### src/sv/tcp_passive_open_receiver_core_assert.svh
// Assertion macros for the receiver core.
`ifndef TCP_PASSIVE_OPEN_RECEIVER_CORE_ASSERT_SVH
`define TCP_PASSIVE_OPEN_RECEIVER_CORE_ASSERT_SVH

`ifndef SYNTH

// condition holds at every edge out of reset
`define TPOR_ASSERT(lbl, clk, rst_n, cond, msg) \
	lbl: assert property (@(posedge clk) disable iff (!rst_n) (cond)) \
		else $error(msg);

// antecedent implies consequent in the same cycle
`define TPOR_ASSERT_IMPL(lbl, clk, rst_n, ante, cons, msg) \
	lbl: assert property (@(posedge clk) disable iff (!rst_n) (ante) |-> (cons)) \
		else $error(msg);

// antecedent implies consequent in the next cycle
`define TPOR_ASSERT_NEXT(lbl, clk, rst_n, ante, cons, msg) \
	lbl: assert property (@(posedge clk) disable iff (!rst_n) (ante) |=> (cons)) \
		else $error(msg);

`else

`define TPOR_ASSERT(lbl, clk, rst_n, cond, msg)
`define TPOR_ASSERT_IMPL(lbl, clk, rst_n, ante, cons, msg)
`define TPOR_ASSERT_NEXT(lbl, clk, rst_n, ante, cons, msg)

`endif

`endif

### src/sv/tpor_pkg.sv
`default_nettype none

package tpor_pkg;

	localparam logic [15:0] DEFAULT_WINDOW = 16'd1024;
	localparam int unsigned BYTES_PER_WORD = 4;
	localparam int unsigned HDR_BYTES_W = 7;

	// configuration register indexes
	localparam logic CFG_ISS  = 1'b0;
	localparam logic CFG_LWIN = 1'b1;

	typedef enum logic [1:0] {
		CS_NONE    = 2'd0,
		CS_SYNRCVD = 2'd1,
		CS_ESTAB   = 2'd2
	} conn_state_t;

	typedef enum logic [2:0] {
		V_IGNORED = 3'd0,
		V_SYNACK  = 3'd1,
		V_BADACK  = 3'd2,
		V_BADSEQ  = 3'd3,
		V_NOACK   = 3'd4,
		V_ACCEPT  = 3'd5
	} verdict_t;

	typedef struct packed {
		logic [31:0] seg_seq;
		logic [31:0] seg_ack;
		logic        flag_syn;
		logic        flag_ack;
		logic        flag_fin;
		logic [15:0] ip_total_len;
		logic [3:0]  ip_hdr_words;
		logic [3:0]  tcp_hdr_words;
		logic [15:0] seg_window;
	} seg_in_t;

	typedef struct packed {
		logic        send_synack;
		logic [31:0] reply_seq;
		logic [31:0] reply_ack;
		logic [15:0] reply_window;
		logic [2:0]  verdict;
		logic [1:0]  conn_state_out;
	} result_t;

	// classified segment handed from front to back
	typedef struct packed {
		logic [31:0] seq;
		logic [31:0] ack;
		logic        syn;
		logic        ackf;
		logic [31:0] seq_p1;
		logic [31:0] seq_last;
		logic        len_zero;
		logic [15:0] win;
	} desc_t;

endpackage

`default_nettype wire

### src/sv/tcp_passive_open_receiver_core.sv
// A word accepted into the front queue goes through the back-end step into the output queue
// and from there onto the result ports; a full output queue stalls the back end.
// Throughput: one segment per cycle while the output queue is not full; the control block
// update is computed combinationally in the back end and registered as each segment moves on.
// Reset (arst_n low): queues empty, no connection, ISS 0, local window 1024.
`default_nettype none

module tcp_passive_open_receiver_core (
	input  wire logic             clk,
	input  wire logic             arst_n,
	input  wire logic             push,
	output logic                  full,
	input  wire tpor_pkg::seg_in_t seg,
	output logic                  empty,
	input  wire logic             pop,
	output tpor_pkg::result_t     result,
	input  wire logic             cfg_we,
	input  wire logic             cfg_index,
	input  wire logic [31:0]      cfg_wdata
);

	tpor_pkg::desc_t   desc;
	tpor_pkg::result_t res;
	logic              desc_valid;
	logic              desc_pop;
	logic              res_push;
	logic              res_full;

	tpor_front u_front (
		.clk        (clk),
		.arst_n     (arst_n),
		.push       (push),
		.full       (full),
		.seg        (seg),
		.desc_valid (desc_valid),
		.desc_pop   (desc_pop),
		.desc       (desc)
	);

	tpor_back u_back (
		.clk        (clk),
		.arst_n     (arst_n),
		.cfg_we     (cfg_we),
		.cfg_index  (cfg_index),
		.cfg_wdata  (cfg_wdata),
		.desc_valid (desc_valid),
		.desc_pop   (desc_pop),
		.desc       (desc),
		.res_full   (res_full),
		.res_push   (res_push),
		.res        (res)
	);

	tpor_outq u_outq (
		.clk     (clk),
		.arst_n  (arst_n),
		.wr      (res_push),
		.wr_full (res_full),
		.wr_data (res),
		.pop     (pop),
		.empty   (empty),
		.result  (result)
	);

endmodule

`default_nettype wire

### src/sv/tpor_front.sv
`default_nettype none

module tpor_front (
	input  wire logic             clk,
	input  wire logic             arst_n,
	input  wire logic             push,
	output logic                  full,
	input  wire tpor_pkg::seg_in_t seg,
	output logic                  desc_valid,
	input  wire logic             desc_pop,
	output tpor_pkg::desc_t       desc
);

	tpor_pkg::desc_t desc_d;
	tpor_pkg::desc_t mem_q [2];
	logic            wr_ptr_q;
	logic            rd_ptr_q;
	logic [1:0]      cnt_q;
	logic            do_push;
	logic            do_pop;

	logic [4:0]                        hdr_words;
	logic [tpor_pkg::HDR_BYTES_W-1:0]  hdr_bytes;
	logic [15:0]                       hdr_ext;
	logic [15:0]                       pay_len;
	logic [16:0]                       len;

	always_comb begin
		hdr_words = {1'b0, seg.ip_hdr_words} + {1'b0, seg.tcp_hdr_words};
		hdr_bytes = tpor_pkg::HDR_BYTES_W'(hdr_words * tpor_pkg::BYTES_PER_WORD);
		hdr_ext   = {{(16 - tpor_pkg::HDR_BYTES_W){1'b0}}, hdr_bytes};
		pay_len   = (seg.ip_total_len > hdr_ext) ? (seg.ip_total_len - hdr_ext) : 16'd0;
		// SYN and FIN each take one sequence number
		len       = {1'b0, pay_len} + {16'd0, seg.flag_syn} + {16'd0, seg.flag_fin};

		desc_d.seq      = seg.seg_seq;
		desc_d.ack      = seg.seg_ack;
		desc_d.syn      = seg.flag_syn;
		desc_d.ackf     = seg.flag_ack;
		desc_d.seq_p1   = seg.seg_seq + 32'd1;
		desc_d.seq_last = seg.seg_seq + {15'd0, len} - 32'd1;
		desc_d.len_zero = (len == 17'd0);
		desc_d.win      = seg.seg_window;
	end

	assign full       = (cnt_q == 2'd2);
	assign desc_valid = (cnt_q != 2'd0);
	assign do_push    = push && !full;
	assign do_pop     = desc_pop && desc_valid;
	assign desc       = mem_q[rd_ptr_q];

	always_ff @(posedge clk) begin
		if (do_push) begin
			mem_q[wr_ptr_q] <= desc_d;
		end
	end

	always_ff @(posedge clk or negedge arst_n) begin
		if (!arst_n) begin
			wr_ptr_q <= 1'b0;
			rd_ptr_q <= 1'b0;
			cnt_q    <= 2'd0;
		end else begin
			if (do_push) begin
				wr_ptr_q <= ~wr_ptr_q;
			end
			if (do_pop) begin
				rd_ptr_q <= ~rd_ptr_q;
			end
			case ({do_push, do_pop})
				2'b10:   cnt_q <= cnt_q + 2'd1;
				2'b01:   cnt_q <= cnt_q - 2'd1;
				default: cnt_q <= cnt_q;
			endcase
		end
	end

endmodule

`default_nettype wire

### src/sv/tpor_back.sv
`default_nettype none

`include "tcp_passive_open_receiver_core_assert.svh"

module tpor_back (
	input  wire logic             clk,
	input  wire logic             arst_n,
	input  wire logic             cfg_we,
	input  wire logic             cfg_index,
	input  wire logic [31:0]      cfg_wdata,
	input  wire logic             desc_valid,
	output logic                  desc_pop,
	input  wire tpor_pkg::desc_t  desc,
	input  wire logic             res_full,
	output logic                  res_push,
	output tpor_pkg::result_t     res
);

	logic [31:0] iss_q;
	logic [15:0] lwin_q;

	tpor_pkg::conn_state_t state_q;
	tpor_pkg::conn_state_t state_d;
	logic [31:0] snd_una_q;
	logic [31:0] snd_nxt_q;
	logic [31:0] rcv_nxt_q;
	logic [15:0] rcv_wnd_q;

	logic        fire;
	logic [31:0] d_una_ack;
	logic [31:0] d_ack_nxt;
	logic [31:0] off_first;
	logic [31:0] off_last;
	logic        ack_ok;
	logic        win_first;
	logic        win_last;
	logic        wnd_zero;
	logic        seq_ok;

	assign fire     = desc_valid && !res_full;
	assign desc_pop = fire;
	assign res_push = fire;

	always_ff @(posedge clk or negedge arst_n) begin
		if (!arst_n) begin
			iss_q  <= 32'd0;
			lwin_q <= tpor_pkg::DEFAULT_WINDOW;
		end else if (cfg_we) begin
			case (cfg_index)
				tpor_pkg::CFG_ISS:  iss_q  <= cfg_wdata;
				tpor_pkg::CFG_LWIN: lwin_q <= cfg_wdata[15:0];
				default:            iss_q  <= iss_q;
			endcase
		end
	end

	// serial compares: a < b when bit 31 of a - b is set
	always_comb begin
		d_una_ack = snd_una_q - desc.ack;
		d_ack_nxt = desc.ack - snd_nxt_q;
		ack_ok    = d_una_ack[31] && ((desc.ack == snd_nxt_q) || d_ack_nxt[31]);
		off_first = desc.seq - rcv_nxt_q;
		off_last  = desc.seq_last - rcv_nxt_q;
		win_first = off_first < {16'd0, rcv_wnd_q};
		win_last  = off_last < {16'd0, rcv_wnd_q};
		wnd_zero  = (rcv_wnd_q == 16'd0);
		if (desc.len_zero) begin
			seq_ok = wnd_zero ? (desc.seq == rcv_nxt_q) : win_first;
		end else begin
			seq_ok = !wnd_zero && (win_first || win_last);
		end
	end

	always_comb begin
		state_d = state_q;
		case (state_q)
			tpor_pkg::CS_NONE: begin
				if (fire && desc.syn) begin
					state_d = tpor_pkg::CS_SYNRCVD;
				end
			end
			tpor_pkg::CS_SYNRCVD: begin
				if (fire && ack_ok && seq_ok && desc.ackf) begin
					state_d = tpor_pkg::CS_ESTAB;
				end
			end
			default: state_d = state_q;
		endcase
	end

	always_comb begin
		res                = '0;
		res.conn_state_out = state_d;
		case (state_q)
			tpor_pkg::CS_NONE: begin
				if (desc.syn) begin
					res.send_synack  = 1'b1;
					res.reply_seq    = iss_q;
					res.reply_ack    = desc.seq_p1;
					res.reply_window = lwin_q;
					res.verdict      = tpor_pkg::V_SYNACK;
				end else begin
					res.verdict = tpor_pkg::V_IGNORED;
				end
			end
			default: begin
				if (!ack_ok) begin
					res.verdict = tpor_pkg::V_BADACK;
				end else if (!seq_ok) begin
					res.verdict = tpor_pkg::V_BADSEQ;
				end else if (state_q == tpor_pkg::CS_SYNRCVD && !desc.ackf) begin
					res.verdict = tpor_pkg::V_NOACK;
				end else begin
					res.verdict = tpor_pkg::V_ACCEPT;
				end
			end
		endcase
	end

	always_ff @(posedge clk or negedge arst_n) begin
		if (!arst_n) begin
			state_q   <= tpor_pkg::CS_NONE;
			snd_una_q <= 32'd0;
			snd_nxt_q <= 32'd0;
			rcv_nxt_q <= 32'd0;
			rcv_wnd_q <= 16'd0;
		end else begin
			state_q <= state_d;
			if (fire && state_q == tpor_pkg::CS_NONE && desc.syn) begin
				snd_una_q <= iss_q;
				snd_nxt_q <= iss_q + 32'd1;
				rcv_nxt_q <= desc.seq_p1;
				rcv_wnd_q <= desc.win;
			end
		end
	end

	`TPOR_ASSERT_NEXT(a_syn_opens, clk, arst_n, fire && state_q == tpor_pkg::CS_NONE && desc.syn, state_q == tpor_pkg::CS_SYNRCVD, "SYN did not open connection")
	`TPOR_ASSERT_NEXT(a_hold_idle, clk, arst_n, !fire, $stable(state_q) && $stable(rcv_nxt_q), "state moved without a word")
	`TPOR_ASSERT_NEXT(a_estab_stays, clk, arst_n, state_q == tpor_pkg::CS_ESTAB, state_q == tpor_pkg::CS_ESTAB, "left ESTABLISHED")
	`TPOR_ASSERT(a_nxt_una, clk, arst_n, state_q == tpor_pkg::CS_NONE || snd_nxt_q == snd_una_q + 32'd1, "snd_nxt out of step with snd_una")
	`TPOR_ASSERT_IMPL(a_synack_only, clk, arst_n, res_push && res.send_synack, state_q == tpor_pkg::CS_NONE, "SYN-ACK on live connection")

endmodule

`default_nettype wire

### src/sv/tpor_outq.sv
`default_nettype none

module tpor_outq (
	input  wire logic             clk,
	input  wire logic             arst_n,
	input  wire logic             wr,
	output logic                  wr_full,
	input  wire tpor_pkg::result_t wr_data,
	input  wire logic             pop,
	output logic                  empty,
	output tpor_pkg::result_t     result
);

	tpor_pkg::result_t mem_q [2];
	logic              wr_ptr_q;
	logic              rd_ptr_q;
	logic [1:0]        cnt_q;
	logic              do_wr;
	logic              do_pop;

	assign wr_full = (cnt_q == 2'd2);
	assign empty   = (cnt_q == 2'd0);
	assign do_wr   = wr && !wr_full;
	assign do_pop  = pop && !empty;
	assign result  = mem_q[rd_ptr_q];

	always_ff @(posedge clk) begin
		if (do_wr) begin
			mem_q[wr_ptr_q] <= wr_data;
		end
	end

	always_ff @(posedge clk or negedge arst_n) begin
		if (!arst_n) begin
			wr_ptr_q <= 1'b0;
			rd_ptr_q <= 1'b0;
			cnt_q    <= 2'd0;
		end else begin
			if (do_wr) begin
				wr_ptr_q <= ~wr_ptr_q;
			end
			if (do_pop) begin
				rd_ptr_q <= ~rd_ptr_q;
			end
			case ({do_wr, do_pop})
				2'b10:   cnt_q <= cnt_q + 2'd1;
				2'b01:   cnt_q <= cnt_q - 2'd1;
				default: cnt_q <= cnt_q;
			endcase
		end
	end

endmodule

`default_nettype wire
### config.mk
export PLATFORM = sky130hd
export DESIGN_NAME = tcp_passive_open_receiver_core
export DESIGN_NICKNAME = d
export VERILOG_FILES = /design/src/sv/tpor_pkg.sv /design/src/sv/tcp_passive_open_receiver_core.sv /design/src/sv/tpor_front.sv /design/src/sv/tpor_back.sv /design/src/sv/tpor_outq.sv
export VERILOG_INCLUDE_DIRS = /design/src /design/src/sv
export SDC_FILE = /design/constraint.sdc
export NUM_CORES = 1
export LEC_CHECK = 0
export BUFFER_PORTS_ARGS = -buffer_cell sky130_fd_sc_hd__buf_2
export CORE_ASPECT_RATIO = 1.25
export CORE_MARGIN = 1
export CORE_UTILIZATION = 55
export DETAILED_ROUTE_END_ITERATION = 6
export PLACE_DENSITY_LB_ADDON = 0.08
export SYNTH_ARGS = -nofsm -noshare
export SYNTH_HDL_FRONTEND = slang
export SYNTH_SLANG_ARGS = --single-unit
### constraint.sdc
create_clock -name clk -period 15.7 [get_ports clk]
set_clock_uncertainty 0.15 [all_clocks]
set_input_delay 3.14 -clock clk [delete_from_list [all_inputs] [get_ports clk]]
set_output_delay 3.14 -clock clk [all_outputs]
set_load 0.01 [all_outputs]
# == Yosys cells after proc, flatten, opt, wreduce, memory -nomap -nowiden ==
# Memory sizes are Yosys's and may differ from the RTL's.
# Index checks and enable logic that the tools add are counted.
# W data, S select, Z words.
# totals
regBits,170
ram_bits,466
input_bits,145
out_inout_bits,88
word_cells,97
memories,2
# op_classes
add_sub_neg,16
magnitude_cmp,3
n_eq_ne,9
mux,19
bitwise,5
n_reduce_logical,30
# memory_table
name,depth,word_bits,read_ports,rd_clocked_by_memory_dff,write_ports,line,rtl
u_front.mem_q,2,147,1,0,1,tpor_front.sv:15,tpor_pkg::desc_t mem_q [2];
u_outq.mem_q,2,86,1,0,1,tpor_outq.sv:14,tpor_pkg::result_t mem_q [2];
# ops
cell,n
$mux W81,2
$sub A32 B32 Y32,4
$add A32 B1 Y32 const B,2
$eq A32 B32 Y1,2
$lt A32 B16 Y1,2
$add A32 B17 Y32,1
$sub A32 B1 Y32 const B,1
$add A16 B1 Y17,1
$add A17 B1 Y17,1
$logic_not A17 Y1,1
$gt A16 B7 Y1,1
$logic_not A16 Y1,1
$mux W16,1
$sub A16 B7 Y16,1
$logic_and A1 B1 Y1,14
$pmux W2 S2,3
$mux W3,3
$eq A2 B2 Y1 const B,4
$mux W1,8
$eq A2 B1 Y1 const B,3
$reduce_bool A2 Y1,3
$add A4 B4 Y5,1
$logic_not A1 Y1,5
$not A1 Y1,5
6 further kinds,12

# == Depth between registers and ports, before layout ==
# An unclocked memory read counts as a cell.
# logic_depth
ltp_word,10
depth_mapped,32

# == By module ==
# A second synthesis with hierarchy kept.
# hier_totals
cells_unflattened,2947
hier_area_um2,34654.5
# by_module_without_submodules
module,instances,cells_per_inst,area_each_um2,seq_area_each_um2
tpor_front,1,1040,14616.5,8928.6
tpor_back,1,1621,13516.7,4055.1
tpor_outq,1,286,6521.3,5265.0

# == Worst setup path before layout ==
# OpenSTA, ideal clock, no wires.
# synth_path
kind,in2reg
startpoint,input push
endpoint,memory u_front.mem_q[0][0] (netlist bit) (enable)
t_arrival_ns,9.337
t_required_ns,14.895
path_slack_ns,5.558
stages,2
n_path_buf,0
path_cell_list,nand2_1 > nor2_1
# synth_between
elab_chain_len,3
# synth_lines
element,line,rtl
"start, declared",tcp_passive_open_receiver_core.sv:11,"input wire logic push,"
$logic_and A1 B1 Y1,tpor_front.sv:48,assign do_push = push && !full;
$mux W1,tpor_front.sv:53,if (do_push) begin
$mux W1 (not written as such),tpor_front.sv:54,mem_q[wr_ptr_q] <= desc_d;
"end, declared",tpor_front.sv:15,
# Every way passes these cells.

==> flow_metrics.env <==
export IMPL_syn_area_per_cell_um2=11.7
export IMPL_grt_pass1_vias=23000
export IMPL_min_delay_path_class="reg -> reg"
export IMPL_cts_setup_buffers=0
export IMPL_synth_top_family_by_area="simple AND/OR/NAND/NOR gates"
export IMPL_dr_pass1_iters=5
export IMPL_outcome="finished clean"
export IMPL_synth_compound_area_share_pct=9.06
export IMPL_area_delta_synth_final_pct=11.4
export IMPL_wl_per_cell_um=20.8
export IMPL_insertion_delay_ns=0.63
export IMPL_die_y_um=279
export IMPL_pin_count=233
export IMPL_drive_gt1_share_pct=18.1
export IMPL_cts_root_buf="clkbuf_16"
export IMPL_critPathTopFamily="compound AO/OA/AOI/OAI gates"
export IMPL_r2r_start="u_front.rd_ptr_q$_DFFE_PN0P_"
export IMPL_synth_edf_count=466
export IMPL_post_cts_resized=0
export IMPL_yosys_area_top_type="edfxtp_1"
export IMPL_cp_arrival_ns=10.64
export IMPL_antenna_left=0
export IMPL_muxShareOfSynthArea_pct=9.31
export IMPL_period_share_pct=66.4
export IMPL_cpMostUsedCell="ha_1"
export IMPL_hold_end="u_back.snd_una_q[0]$_DFFE_PN0P_"
export IMPL_start_util_pct=55.6
export IMPL_clk_path_buf_depth=3
export IMPL_synth_cells=2881
export IMPL_endpoint_kind="flip-flop"
export IMPL_r2r_slack_ns=8.81
export IMPL_seq_area_frac_synth_pct=54.1
export IMPL_vias_per_cell=5.76
export IMPL_synthSimpleGateAreaFrac_pct=10.8
export IMPL_ys_seq_elements=636
export IMPL_cap_violations=0
export IMPL_overflow=0
export IMPL_cpPeakStageDelay_ns=0.73
export IMPL_cellPowerDensity_nw_per_um2=224
export IMPL_p_leak_nw=15.8
export IMPL_yosys_top_cells_area="edfxtp_1 41%, dfrtp_1 13%, ha_1 8.4%"
export IMPL_synthAdderAreaFrac_pct=8.78
export IMPL_power_mw=8.40
export IMPL_drc=0
export IMPL_min_period_ns=10.43
export IMPL_setup_viol=0
export IMPL_relSlewSlack_pct=25.1
export IMPL_synth_xor_area_share_pct=4.39
export IMPL_die_x_um=224
export IMPL_r2r_cells=22
export IMPL_fin_nets=3472
export IMPL_hold_start="u_back.snd_una_q[0]$_DFFE_PN0P_"
export IMPL_syn_nets=3259
export IMPL_reg2reg_to="u_outq.mem_q[0][0]$_DFFE_PP_"
export IMPL_max_slew_worst_pin_slew_ns=1.12
export IMPL_grt_max_degree=108
export IMPL_setup_tns_ns=0
export IMPL_cp_num_buf_inv=2
export IMPL_vdd_drop_max_uv=111
export IMPL_synthArstFlopShare_pct=26.7
export IMPL_clock_sinks=636
export IMPL_nFillCells=4961
export IMPL_rsz0062_at_grt="no"
export IMPL_drt_total_wl_um=81600
export IMPL_grt_pass1_wl_um=127000
export IMPL_num_vias=22600
export IMPL_finalHoldViolCount=0
export IMPL_core_area_um2=60700
export IMPL_slew_viol_final=0
export IMPL_cp_max_fo=12
export IMPL_synth_warnings=0
export IMPL_dieArea_um2=62300
export IMPL_fp_row_count=101
export IMPL_grt_antenna_before_repair=2
export IMPL_slowest_stage="or4b_2"
export IMPL_netlist_cell_type_count=84
export IMPL_portBuffers=232
export IMPL_yosysTopAreaCellShare_pct=41.5
export IMPL_numCtsBuffers=60
export IMPL_hpwl_um=60400
export IMPL_htree_levels=2
export IMPL_hold_buffers=0
export IMPL_path_clk_slew_ns=0.06
export IMPL_gp_congestion=0.906
export IMPL_worstSetupPathType="in -> reg"
export IMPL_grt_total_usage_pct=26.2
export IMPL_ys_flop_type="edfxtp_1"
export IMPL_hold_depth=2
export IMPL_cts_tree="yes"
export IMPL_clock_fmax_ghz=0.0959
export IMPL_drt_iter0_drc=1394
export IMPL_required_ns=15.91
export IMPL_synth_area_um2=33700
export IMPL_startpoint_type="input port"
## cell usage after synthesis, types with 5 or more instances
cell type and count:
dfrtp_1 169, inv_1 217, edfxtp_1 466, fa_1 6
xor2_1 57, nand4_1 48, nand4b_1 5, and4_1 6
nand3_1 66, a21o_1 59, o22ai_1 6, nor2_1 193
a21oi_1 166, nor4_1 14, a211oi_1 16, a31oi_1 10
or2_2 8, o31ai_1 7, o21ai_0 90, mux2_2 197
nor3b_1 11, o21bai_1 13, mux2i_1 90, o21ai_1 5
xnor2_1 112, o21a_1 29, nor3_1 38, and3_1 69
buf_1 19, clkbuf_1 79, ha_1 227, nand2_1 227
or4_1 9, and2_1 8, nand2b_1 10, a21boi_0 6
or3_1 9, nor2b_1 22, o211ai_1 18
## how the worst max path moves through the flow
stage,startpoint,to,slack (ns),depth (start not counted)
5_1_grt,seg[16],u_front.mem_q[0][45]$_DFFE_PP_,4.70,30
2_1_floorplan,push,u_front.mem_q[0][0]$_DFFE_PP_,5.56,2
3_5_place_dp,seg[16],u_front.mem_q[0][45]$_DFFE_PP_,4.72,30
6_report,seg[16],u_front.mem_q[0][45]$_DFFE_PP_,5.27,30
4_1_cts,seg[16],u_front.mem_q[0][45]$_DFFE_PP_,5.35,30
3_3_place_gp,seg[16],u_front.mem_q[0][45]$_DFFE_PP_,4.87,30
## final cells by class
| class | instances | area [um2] | area share, % |
|---|---|---|---|
| multi-input cells | 1928 | 14300 | 38.2 |
| flip-flops and latches | 636 | 18300 | 48.6 |
| repair buffers | 251 | 1320 | 3.52 |
| diodes | 1 | 2.50 | 0.00666 |
| clock buffers | 81 | 1580 | 4.21 |
| well taps | 772 | 966 | 2.57 |
| inverters | 217 | 815 | 2.17 |
| clock inverters | 32 | 289 | 0.769 |
## where the power goes
part | internal, mW | total [mW] | switching [mW]
clock | 0.760 | 1.39 | 0.628
sequential | 2.51 | 2.77 | 0.256
combinational | 1.71 | 4.25 | 2.54
## routing by layer
layer  GRT usage [%]  part of all wire, %  vias up
met3            2.98                  3.8      145
met5               0                0.038        -
li1                -                    -    10900
met2            47.1                   51      485
met1            33.0                   42    11100
met4            8.11                  3.1        4
## state kept, by name, indices dropped and copies added, names as in the netlist, 2 cells and up
name              count
u_back.rcv_nxt_q     32
u_back.rcv_wnd_q     16
u_front.mem_q       294
u_back.iss_q         32
u_front.cnt_q         2
u_outq.mem_q        172
u_back.lwin_q        16
u_back.snd_una_q     32
u_back.snd_nxt_q     32
u_outq.cnt_q          2
u_back.state_q        2
## placed cells by master, fill, tap and decap left out, drive strengths merged, types with 96 or more instances in the layout
cell / n
a21oi: 167
inv: 219
xnor2: 112
edfxtp: 466
o21ai: 96
buf: 251
ha: 227
dfrtp: 169
mux2: 197
nor2: 193
nand2: 227
## metrics by stage
step	worst slack [ns]	instance area, um2	hold WS [ns]	instances	utilization (%)
CTS	5.35	37600	0.335	3917	61.9
detailed placement	4.72	35700	0.319	3804	58.8
finish	5.27	37600	0.329	3918	61.9
global route	4.70	37600	0.353	3917	61.9
global placement	4.87	35700	0.315	3804	58.8
floorplan	5.56	33700	0.297	2881	-
## cell families after synthesis
logic type	after synthesis
AOI/OAI and AO/OA	480
xor gates and xnor gates	169
adders and majority gates	233
buffers and inverters	317
DFF	636
muxes	288
and+or+nand+nor	758
## worst min-delay path, delay by kind of cell (launching register included)
family	cells	cell delay, ns
flip-flops	1	0.34
AND/OR/NAND/NOR	2	0.10
Power figures use the tool's default switching activity.
